$ cat src/rtl/upd_pkg.sv
package upd_pkg;

	localparam logic [7:0] CH_PERCENT = 8'h25;
	localparam logic [7:0] CH_PLUS    = 8'h2B;
	localparam logic [7:0] CH_SPACE   = 8'h20;

	localparam int unsigned FIFO_DEPTH = 4;
	localparam int unsigned PTR_W      = 2;
	localparam int unsigned CNT_W      = 3;

	typedef enum logic [1:0] {
		PH_IDLE  = 2'd0,
		PH_PCT   = 2'd1,
		PH_DIGIT = 2'd2
	} upd_phase_t;

	typedef struct packed {
		logic [7:0] byte_val;
		logic       last;
	} upd_entry_t;

	typedef struct packed {
		logic [1:0] count;
		upd_entry_t first;
		upd_entry_t second;
	} upd_res_t;

	function automatic logic [3:0] hex_value(input logic [7:0] c);
		logic [7:0] v;
		begin
			v = 8'd0;
			if (c >= 8'h30 && c <= 8'h39) begin
				v = c - 8'h30;
			end else if (c >= 8'h61 && c <= 8'h66) begin
				v = c - 8'h57;
			end else if (c >= 8'h41 && c <= 8'h46) begin
				v = c - 8'h37;
			end
			return v[3:0];
		end
	endfunction

	function automatic logic [7:0] plain_byte(input logic [7:0] c);
		return (c == CH_PLUS) ? CH_SPACE : c;
	endfunction

endpackage

$ cat src/rtl/upd_decode.sv
module upd_decode
	import upd_pkg::*;
(
	input  logic       clk,
	input  logic       arst_n,
	input  logic       advance,
	input  logic [7:0] byte_in,
	input  logic       last_in,
	output upd_res_t   res
);

	upd_phase_t phase_q, phase_d;
	logic [7:0] held_q, held_d;

	always_comb begin
		res     = '0;
		phase_d = phase_q;
		held_d  = held_q;
		unique case (phase_q)
			PH_PCT: begin
				if (last_in) begin
					res.count           = 2'd2;
					res.first.byte_val  = CH_PERCENT;
					res.first.last      = 1'b0;
					res.second.byte_val = plain_byte(byte_in);
					res.second.last     = 1'b1;
					phase_d             = PH_IDLE;
					held_d              = 8'd0;
				end else begin
					held_d  = byte_in;
					phase_d = PH_DIGIT;
				end
			end
			PH_DIGIT: begin
				res.count          = 2'd1;
				res.first.byte_val = {hex_value(held_q), hex_value(byte_in)};
				res.first.last     = last_in;
				phase_d            = PH_IDLE;
				held_d             = 8'd0;
			end
			default: begin
				phase_d = PH_IDLE;
				if (byte_in == CH_PERCENT && !last_in) begin
					phase_d = PH_PCT;
				end else begin
					res.count          = 2'd1;
					res.first.byte_val = plain_byte(byte_in);
					res.first.last     = last_in;
				end
			end
		endcase
		if (!advance) begin
			res.count = 2'd0;
			phase_d   = phase_q;
			held_d    = held_q;
		end
	end

	always_ff @(posedge clk or negedge arst_n) begin
		if (!arst_n) begin
			phase_q <= PH_IDLE;
			held_q  <= 8'd0;
		end else begin
			phase_q <= phase_d;
			held_q  <= held_d;
		end
	end

endmodule

$ cat src/rtl/upd_result_fifo.sv
module upd_result_fifo
	import upd_pkg::*;
(
	input  logic             clk,
	input  logic             arst_n,
	input  upd_res_t         push,
	output logic             room,
	output logic [7:0]       out_byte,
	output logic             out_last,
	output logic             out_valid,
	input  logic             out_ready
);

	upd_entry_t             mem_q [FIFO_DEPTH];
	logic [PTR_W-1:0]       wr_ptr_q, rd_ptr_q;
	logic [CNT_W-1:0]       count_q;
	logic                   pop;
	logic [PTR_W-1:0]       wr_ptr_next;

	assign out_valid   = (count_q != '0);
	assign pop         = out_valid && out_ready;
	assign room        = (count_q <= CNT_W'(FIFO_DEPTH - 2));
	assign wr_ptr_next = wr_ptr_q + PTR_W'(1);
	assign out_byte    = mem_q[rd_ptr_q].byte_val;
	assign out_last    = mem_q[rd_ptr_q].last;

	always_ff @(posedge clk) begin
		if (push.count != 2'd0) begin
			mem_q[wr_ptr_q] <= push.first;
		end
		if (push.count == 2'd2) begin
			mem_q[wr_ptr_next] <= push.second;
		end
	end

	always_ff @(posedge clk or negedge arst_n) begin
		if (!arst_n) begin
			wr_ptr_q <= '0;
			rd_ptr_q <= '0;
			count_q  <= '0;
		end else begin
			wr_ptr_q <= wr_ptr_q + PTR_W'(push.count);
			rd_ptr_q <= rd_ptr_q + PTR_W'(pop);
			count_q  <= count_q + CNT_W'(push.count) - CNT_W'(pop);
		end
	end

	a_count_bound: assert property (@(posedge clk) disable iff (!arst_n)
		count_q <= CNT_W'(FIFO_DEPTH))
		else $error("result queue count beyond depth");

	a_push_room: assert property (@(posedge clk) disable iff (!arst_n)
		push.count != 2'd0 |-> count_q <= CNT_W'(FIFO_DEPTH - 2))
		else $error("push without room");

	a_count_track: assert property (@(posedge clk) disable iff (!arst_n)
		(push.count == 2'd0 && !pop) |=> $stable(count_q))
		else $error("count changed without push or pop");

endmodule

$ cat src/rtl/url_percent_decoder.sv
// Each input is registered, then decoded into the result queue that drives out_valid.
// One input item per cycle while the queue has room; one result item leaves per cycle
// while out_ready is high, so the '%' and last byte of a cut escape leave in turn.
// A four-entry result queue parts the input side from the output side.
// Reset (arst_n low) empties the input register and the queue and clears the escape state.
module url_percent_decoder
	import upd_pkg::*;
(
	input  logic       clk,
	input  logic       arst_n,
	input  logic [7:0] in_byte,
	input  logic       in_last,
	input  logic       in_valid,
	output logic       in_ready,
	output logic [7:0] out_byte,
	output logic       out_last,
	output logic       out_valid,
	input  logic       out_ready
);

	logic       valid_s1;
	logic [7:0] byte_s1;
	logic       last_s1;
	logic       room;
	logic       advance;
	upd_res_t   res;

	assign advance  = valid_s1 && room;
	assign in_ready = !valid_s1 || room;

	always_ff @(posedge clk or negedge arst_n) begin
		if (!arst_n) begin
			valid_s1 <= 1'b0;
		end else if (in_ready) begin
			valid_s1 <= in_valid;
		end
	end

	always_ff @(posedge clk) begin
		if (in_ready && in_valid) begin
			byte_s1 <= in_byte;
			last_s1 <= in_last;
		end
	end

	upd_decode u_decode (
		.clk     (clk),
		.arst_n  (arst_n),
		.advance (advance),
		.byte_in (byte_s1),
		.last_in (last_s1),
		.res     (res)
	);

	upd_result_fifo u_fifo (
		.clk       (clk),
		.arst_n    (arst_n),
		.push      (res),
		.room      (room),
		.out_byte  (out_byte),
		.out_last  (out_last),
		.out_valid (out_valid),
		.out_ready (out_ready)
	);

endmodule

$ cat config.mk
export PLATFORM = sky130hd
export DESIGN_NAME = url_percent_decoder
export DESIGN_NICKNAME = d
export VERILOG_FILES = /design/src/rtl/upd_pkg.sv /design/src/rtl/upd_decode.sv /design/src/rtl/upd_result_fifo.sv /design/src/rtl/url_percent_decoder.sv
export SDC_FILE = /design/constraint.sdc
export NUM_CORES = 1
export LEC_CHECK = 0
export BUFFER_PORTS_ARGS = -buffer_cell sky130_fd_sc_hd__buf_2
export CORE_AREA = 2 2 72 91
export DETAILED_ROUTE_END_ITERATION = 7
export DIE_AREA = 0 0 74 93
export GPL_TIMING_DRIVEN = 0
export PLACE_DENSITY = 0.77
export SLEW_MARGIN = 20
export SYNTH_ARGS = -nofsm -noshare
export SYNTH_HDL_FRONTEND = slang
export SYNTH_HIERARCHICAL = 1
export SYNTH_SLANG_ARGS = --single-unit
$ cat constraint.sdc
create_clock -name clk -period 3.26 [get_ports clk]
set_input_delay 0.489 -clock clk [delete_from_list [all_inputs] [get_ports clk]]
set_output_delay 0.489 -clock clk [all_outputs]
set_load 0.01 [all_outputs]
## Yosys cells after proc, flatten, opt, wreduce, memory -nomap -nowiden

Memory sizes are Yosys's and may differ from the RTL's.
Index checks and enable logic that the tools add are counted.

| word-level totals | value |
|---|---|
| memory bits (read-only) | 0 |
| memories | 1 |
| output and inout port bits | 11 |
| bits in registers | 27 |
| input port bits | 13 |
| bits in latches | 0 |
| memory bits (writable) | 36 |

| operators by class | value |
|---|---|
| shift-type cells | 0 |
| $add $sub $neg | 11 |
| reductions and logical operators | 17 |
| equality and inequality tests | 5 |
| multiply operators | 0 |
| multiplexer cells | 21 |
| div/mod/pow operators | 0 |
| magnitude comparators | 13 |
| bitwise gates (word level) | 0 |

Memory list:

| memory | words | bits a word | read ports | clocked after memory_dff | write ports | line | text |
|---|---|---|---|---|---|---|---|
| u_fifo.mem_q | 4 | 9 | 1 | 0 | 2 | upd_result_fifo.sv:14 | `upd_entry_t mem_q [FIFO_DEPTH];` |

Operators by type and width:

| cell | count |
|---|---|
| greater-or-equal comparator 8 x 7 -> 1 bit (second input constant) | 4 |
| less-or-equal comparator 8 x 7 -> 1 bit (second input constant) | 4 |
| 2-to-1 mux 4 bit | 6 |
| one-hot mux 11 bit (2 select lines) | 1 |
| 2-to-1 mux 20 bit | 1 |
| == test 8 x 6 -> 1 bit (second input constant) | 2 |
| greater-or-equal comparator 8 x 6 -> 1 bit (second input constant) | 2 |
| less-or-equal comparator 8 x 6 -> 1 bit (second input constant) | 2 |
| 2-to-1 mux 8 bit | 2 |
| one-hot mux 8 bit (2 select lines) | 1 |
| subtractor 4 x 3 -> 4 bit (second input constant) | 4 |
| logical AND 1 bit | 10 |
| 2-to-1 mux 10 bit | 1 |
| 2-to-1 mux 9 bit | 1 |
| subtractor 4 x 1 -> 4 bit (second input constant) | 2 |
| 2-to-1 mux 1 bit | 5 |
| == test 2 bit (second input constant) | 2 |
| 2-to-1 mux 2 bit | 2 |
| one-hot mux 2 bit (2 select lines) | 1 |
| nonzero test 2 bit | 2 |
| adder 3 x 2 -> 3 bit | 1 |
| less-or-equal comparator 3 x 2 -> 1 bit (second input constant) | 1 |
| nonzero test 3 bit | 1 |
| subtractor 3 x 1 -> 3 bit | 1 |
| other kinds (7) | 8 |

## Logic depth before layout (Yosys ltp)

Gate-level depths: netlist (run 1).

| logic depth | value |
|---|---|
| word-level depth | 10 |
| mapped depth | 11 |

## Hierarchy

Netlist (run 1), hierarchy kept.

Modules (own cells, without submodules):

| module | times used | seq. area each (sq um) | cells an instance | area each (sq um) |
|---|---|---|---|---|
| upd_result_fifo | 1 | 1256.2 | 128 | 2184.6 |
| upd_decode | 1 | 250.2 | 109 | 972.2 |
| url_percent_decoder | 1 | 295.3 | 14 | 330.3 |

## Worst setup path after synthesis (run 1)

No wires, ideal clock.

| timing path | value |
|---|---|
| path type | reg2reg |
| from | reg byte_s1[0] |
| to | mem u_fifo/mem_q[0][0] (netlist bit), enable pin |
| data required time | 2.870 ns |
| path slack | 0.539 ns |
| stages on the path, launching flop included | 8 |
| arrival time | 2.331 ns |
| path buffers | 1 |
| clock period less this slack | 2.721 ns |
| cell sequence | edfxtp_1 > ha_1 > and4bb_2 > and2_1 > a21oi_1 > clkbuf_2 > nor2_1 > o31ai_1 |

RTL lines:

| what | line | text |
|---|---|---|
| start, declared | url_percent_decoder.sv:22 | `logic [7:0] byte_s1;` |
| start signal, assigned | url_percent_decoder.sv:41 | `byte_s1 <= in_byte;` |
| end, declared | upd_result_fifo.sv:14 |  |

==> results.toml, run 1 <==
[clocking]
clock_latency_ns = 0.34
cts_tree = "yes"
post_cts_buffers = 0
cts_htree_levels = 3
cts_max_path_buffers = 2
hold_buffers = 0
clk_pin_slew_worst_paths_ns = 0.07
cts_inserted_buffers = 9
ctsResizeCount = 0
cts-root-buf = "clkbuf_8"
cts.sinks = 63

[critical_path]
cp-start-kind = "flop"
cp.required_ns = 3.31
arrival_ns = 2.99
critPathBufInv = 3
crit_family = "simple AND/OR/NAND/NOR gates"
crit_chain = "inv_1, ha_1, and4bb_2, and2_1, a21oi_1, clkbuf_2, nand4b_2, o31ai_2, buf_4"
end_kind = "flop"
crit_type = "flop to flop"
cpPeakStageDelay_ns = 0.51
critical-path-slowest-cell = "nand4b_2"
worst-path-max-fanout = 10

[die]
start_util = 0.577
die_width_um = 74
coreArea_mm2 = 0.00605
fp.dieH_um = 93
ios = 24
dieArea_mm2 = 0.00688
row_count = 32

[global_route]
grt_pass1_vias = 2149
grt_first_pass_wirelength_um = 10600
antenna_found_initial = 0
grt.overflow.total = 0
grt_max_degree = 19
track_usage = 0.209

[sta]
drv_slew = 0
rsz0062_at_grt = "false"
setup_violations = 0
max_freq_mhz = 340
hold_viol_final = 0
clock_skew_ns = 0.00721
slew_headroom = 0.381
tightest_slew_ns = 0.925
finalCriticalPeriod_ns = 2.94
fin_crit_sh = 0.903
fin_setup_tns_ns = 0

[route]
vias = 2163
detail-route-antenna-nets = 0
wl_per_cell_um = 17.3
drt-total-wl_um = 6520
drt_iter0_drc = 164
firstDrtPassIters = 5
drc = 0
drt-vias-per-instance = 5.75

[pwr]
switching_share = 0.315
powerDensity_mw_per_mm2 = 734
combPwrFrac = 0.332
power.switching_uw = 909
p_total_uw = 2890
peakVddDrop_v = 0.000485
p_leak_uw = 0.00150
power_frac_clock = 0.252
p_int_uw = 1980
pwr-share-seq = 0.415

[worst_hold_path]
hold_class = "primary input to asynchronous set/reset pin"

[finish]
diodes = 0
fin_area_mm2 = 0.00393
area_growth_pct = 12.8
drive_gt1_frac = 0.371
layout.nets = 311
post-route-util = 0.651
instances_no_fill = 376

[placement]
numPortBuffers = 23
dp_cells = 360
dp_hpwl_um = 4480
gp_congestion = 0.851
place_area_mm2 = 0.00372

[logic_synthesis]
async_flop_share = 0.286
syn_nets = 276
synth_ff_type = "edfxtp_1"
synth_top_area_share = 0.388
synth_common_cells = "edfxtp_1, mux2_2, dfrtp_1"
yosys_warnings = 6
synth_edf_count = 45
yosysTopAreaCell = "edfxtp_1"
yosys.cell_types.count = 55
ys_seq_elements = 63
synth.area.top_cells = "edfxtp_1, dfrtp_1, mux2_2"
ys_seq_area_frac = 0.517
synthCells = 251
syn_area_per_cell_um2 = 13.9
post_synth_instance_area_mm2 = 0.00349
synth_most_common_cell = "edfxtp_1"

[outcome]
status = "completed"

[run]
cap_violations = 0
## sequential cells by signal (all words and copies together), names as in the netlist
register / cells
u_fifo/mem_q: 36
byte_s1: 8
u_decode/held_q: 8
u_fifo/count_q: 3
u_decode/phase_q: 2
u_fifo/rd_ptr_q: 2
u_fifo/wr_ptr_q: 2
last_s1: 1
valid_s1: 1
## per-layer routing
layer  GRT usage  vias to the layer above  part of all wire
met1       0.263                     1069              0.42
met5           0                        -                 0
li1            -                     1034                 -
met2       0.347                       56              0.53
met4      0.0697                        0            0.0083
met3      0.0528                        4             0.037
## area by class of cell
type	count	area, um2
timing repair buffer	24	123
sequential	63	1800
tap	85	106
buffer	11	52.6
fill	447	2110
multi-input combinational	161	1580
clock buffer	10	128
clock inverter	6	85.1
inverter	16	60.1
## metrics by stage
stage	hold slack [ns]	setup WS (ns)
final	0.0775	0.317
after global routing	0.102	0.0717
after CTS	0.0873	0.307
after detailed placement	0.450	0.318
after global placement	0.445	-0.217
after floorplan	0.193	0.539
## worst register-to-register path: cells and delay by family (launching register included)
kind            cells  cell delay (ns)
flops               1             0.46
buf+inv             3             0.60
compound gates      2             0.46
fa+ha+maj           1             0.19
simple gates        3             0.95
## worst paths after layout
kind | start | to | slack, ns | cells after the start
min in group clk | in_byte[1] | byte_s1[1] | 0.33 | 1
worst max-delay path | byte_s1[1] | u_fifo/mem_q[0][5] | 0.32 | 9
max in group asynchronous | arst_n | u_decode/held_q[0] | 2.89 | 1
worst min-delay path | arst_n | valid_s1 | 0.08 | 1
worst max register to register | byte_s1[1] | u_fifo/mem_q[0][5] | 0.32 | 9
worst min register to register | u_fifo/wr_ptr_q[0] | u_fifo/wr_ptr_q[0] | 0.51 | 1
## logic make-up after synthesis
logic type,count (synthesis),share of synthesized area
and+or+nand+nor,47,0.105
AOI/OAI and AO/OA,47,0.100
DFF,63,0.517
adders and majority gates,12,0.0452
xor gates and xnor gates,7,0.0176
muxes,48,0.183
buffers and inverters,27,0.0323
## power groups by stage
stage               clock network [uW]  registers [uW]  logic [uW]
floorplan                            0            1180         723
global placement                     0            1210         926
detailed placement                   0            1220         965
CTS                                743            1200         977
global route                       777            1220        1060
finish                             729            1200         960
## cells in the final DEF (no fill, tap or decap), types with 6 or more instances in the layout
cell      instances
inv_1            16
ha_1             11
nand2_1           6
clkbuf_8          9
mux4_2            9
dfrtp_1          18
o21ai_0           8
edfxtp_1         45
nor2_1            8
a22o_1            8
mux2_2           36
buf_2            30
xnor2_1           6
Note: power is estimated with default switching activity, not from simulation.
==> run 2, diff against run 1 <==
- RECOVER_POWER: not set -> 25
==> run 2 against run 1 <==
Net effect: global-route usage is the same; cell area decreased by 0.32%; cell count did not move; power shrank 0.53%; critical endpoint unchanged; sequential cell count stayed put; highest routed layer unchanged; largest power group unchanged; clock skew grew 0.00061 ns; wire length up 0.15%.
==> results.toml, run 2 (synthesis results as in run 1) <==
[sta]
hold_viol_final = 0
finalCriticalPeriod_ns = 2.95
setup_slack_ns = 0.313
tightest_slew_ns = 0.978
fin_crit_sh = 0.904
slew_headroom = 0.348
setup_violations = 0
drv_slew = 0
max_freq_mhz = 339
clock_skew_ns = 0.00782
rsz0062_at_grt = "false"

[global_route]
grt_pass1_vias = 2149
track_usage = 0.209
grt_max_degree = 19
grt.overflow.total = 0
grt_first_pass_wirelength_um = 10600
antenna_found_initial = 0

[placement]
numPortBuffers = 23
dp_hpwl_um = 4480
gp_congestion = 0.851
dp_slack_ns = 0.318

[clocking]
cts_inserted_buffers = 9
cts_htree_levels = 3
cts_max_path_buffers = 2
cts_tree = "yes"
cts.sinks = 63
post_cts_buffers = 0
ctsResizeCount = 0
clock_latency_ns = 0.34
cts-root-buf = "clkbuf_8"
clk_pin_slew_worst_paths_ns = 0.07
hold_buffers = 0

[die]
coreArea_mm2 = 0.00605
die_width_um = 74
ios = 24
row_count = 32
fp.dieH_um = 93
start_util = 0.577
dieArea_mm2 = 0.00688

[pwr]
p_leak_uw = 0.00149
pwr-share-seq = 0.417
peakVddDrop_v = 0.000485
combPwrFrac = 0.329
power.switching_uw = 908
switching_share = 0.316
p_int_uw = 1960
powerDensity_mw_per_mm2 = 733
power_frac_clock = 0.254
p_total_uw = 2870

[critical_path]
critical-path-slowest-cell = "nand4b_2"
crit_chain = "inv_1, ha_1, and4bb_2, and2_1, a21oi_1, clkbuf_2, nand4b_2, o31ai_2, buf_4"
cp.required_ns = 3.31
arrival_ns = 3.00
cp-start-kind = "flop"
critPathBufInv = 3
end_kind = "flop"
cpPeakStageDelay_ns = 0.51
crit_type = "flop to flop"
crit_family = "simple AND/OR/NAND/NOR gates"
worst-path-max-fanout = 10

[route]
drt-total-wl_um = 6530
detail-route-antenna-nets = 0
drt-vias-per-instance = 5.75
drt_iter0_drc = 164
drc = 0
firstDrtPassIters = 4
wl_per_cell_um = 17.4
vias = 2162

[finish]
top_register = "u_fifo/mem_q"
nFillCells = 452
final_common_cell = "edfxtp_1"
largest_reg_flops = 36
most-common-layout-cells = "edfxtp_1, mux2_2, buf_2, dfrtp_1, inv_1"
drive_gt1_frac = 0.357
area_growth_pct = 12.5
reg_top3 = "u_fifo/mem_q: 36 flops, byte_s1: 8 flops, u_decode/held_q: 8 flops"
layout.nets = 311
diodes = 0
post-route-util = 0.649

[outcome]
status = "completed"

[run]
cap_violations = 0

[worst_hold_path]
hold_class = "primary input to asynchronous set/reset pin"
==> run 2: changes by cell type in the layout (fill, tap and decap cells not counted), sizes merged <==
| cell | previous run | this run |
|---|---|---|
| buf | 31 | 29 |
| clkbuf | 14 | 16 |
==> run 2: final cells by class <==
cell class              count  area, um2  share of cell area
flip-flops and latches     63       1800               0.459
multi-input cells         161       1570               0.400
clock buffers              10        128              0.0325
repair buffers             24        121              0.0310
well taps                  85        106              0.0271
clock inverters             6       85.1              0.0217
inverters                  16       60.1              0.0153
plain buffers              11       51.3              0.0131
==> run 2: through the flow <==
| stage | cells | hold WS, ns | setup TNS (ns) | area [um2] |
|---|---|---|---|---|
| CTS | 376 | 0.0873 | 0 | 3930 |
| detailed placement | 360 | 0.450 | 0 | 3720 |
| global placement | 359 | 0.445 | -1.95 | 3710 |
| finish | 376 | 0.285 | 0 | 3920 |
| global route | 376 | 0.304 | 0 | 3920 |
| floorplan | 251 | 0.193 | 0 | 3490 |
==> run 2: worst paths after layout <==
path / from / endpoint / slack [ns] / depth (start not counted)
setup reg to reg: byte_s1[1] / u_fifo/mem_q[0][5] / 0.31 / 9
hold / removal: arst_n / valid_s1 / 0.28 / 1
min in group clk: in_byte[1] / byte_s1[1] / 0.32 / 1
max in group asynchronous: arst_n / u_decode/held_q[0] / 2.39 / 1
setup / recovery: byte_s1[1] / u_fifo/mem_q[0][5] / 0.31 / 9
hold reg to reg: u_fifo/wr_ptr_q[0] / u_fifo/wr_ptr_q[0] / 0.51 / 1
==> run 2: power groups by stage <==
stage / Combinational [uW] / Sequential (uW) / Clock (uW)
detailed placement: 965 / 1220 / 0
global route: 1050 / 1220 / 777
finish: 944 / 1200 / 731
global placement: 926 / 1210 / 0
CTS: 977 / 1200 / 743
floorplan: 723 / 1180 / 0
==> run 2: per-layer routing <==
metal	share of wire	global-route usage
met5	0	0
met4	0.011	0.0697
met3	0.037	0.0528
met2	0.53	0.347
met1	0.42	0.263
==> run 2: worst register-to-register path: stages, from the launching register on <==
cell      delay [ns]
edfxtp_1        0.46
inv_1           0.14
ha_1            0.19
and4bb_2        0.26
and2_1          0.18
a21oi_1         0.12
clkbuf_2        0.19
nand4b_2        0.51
o31ai_2         0.34
buf_4           0.27
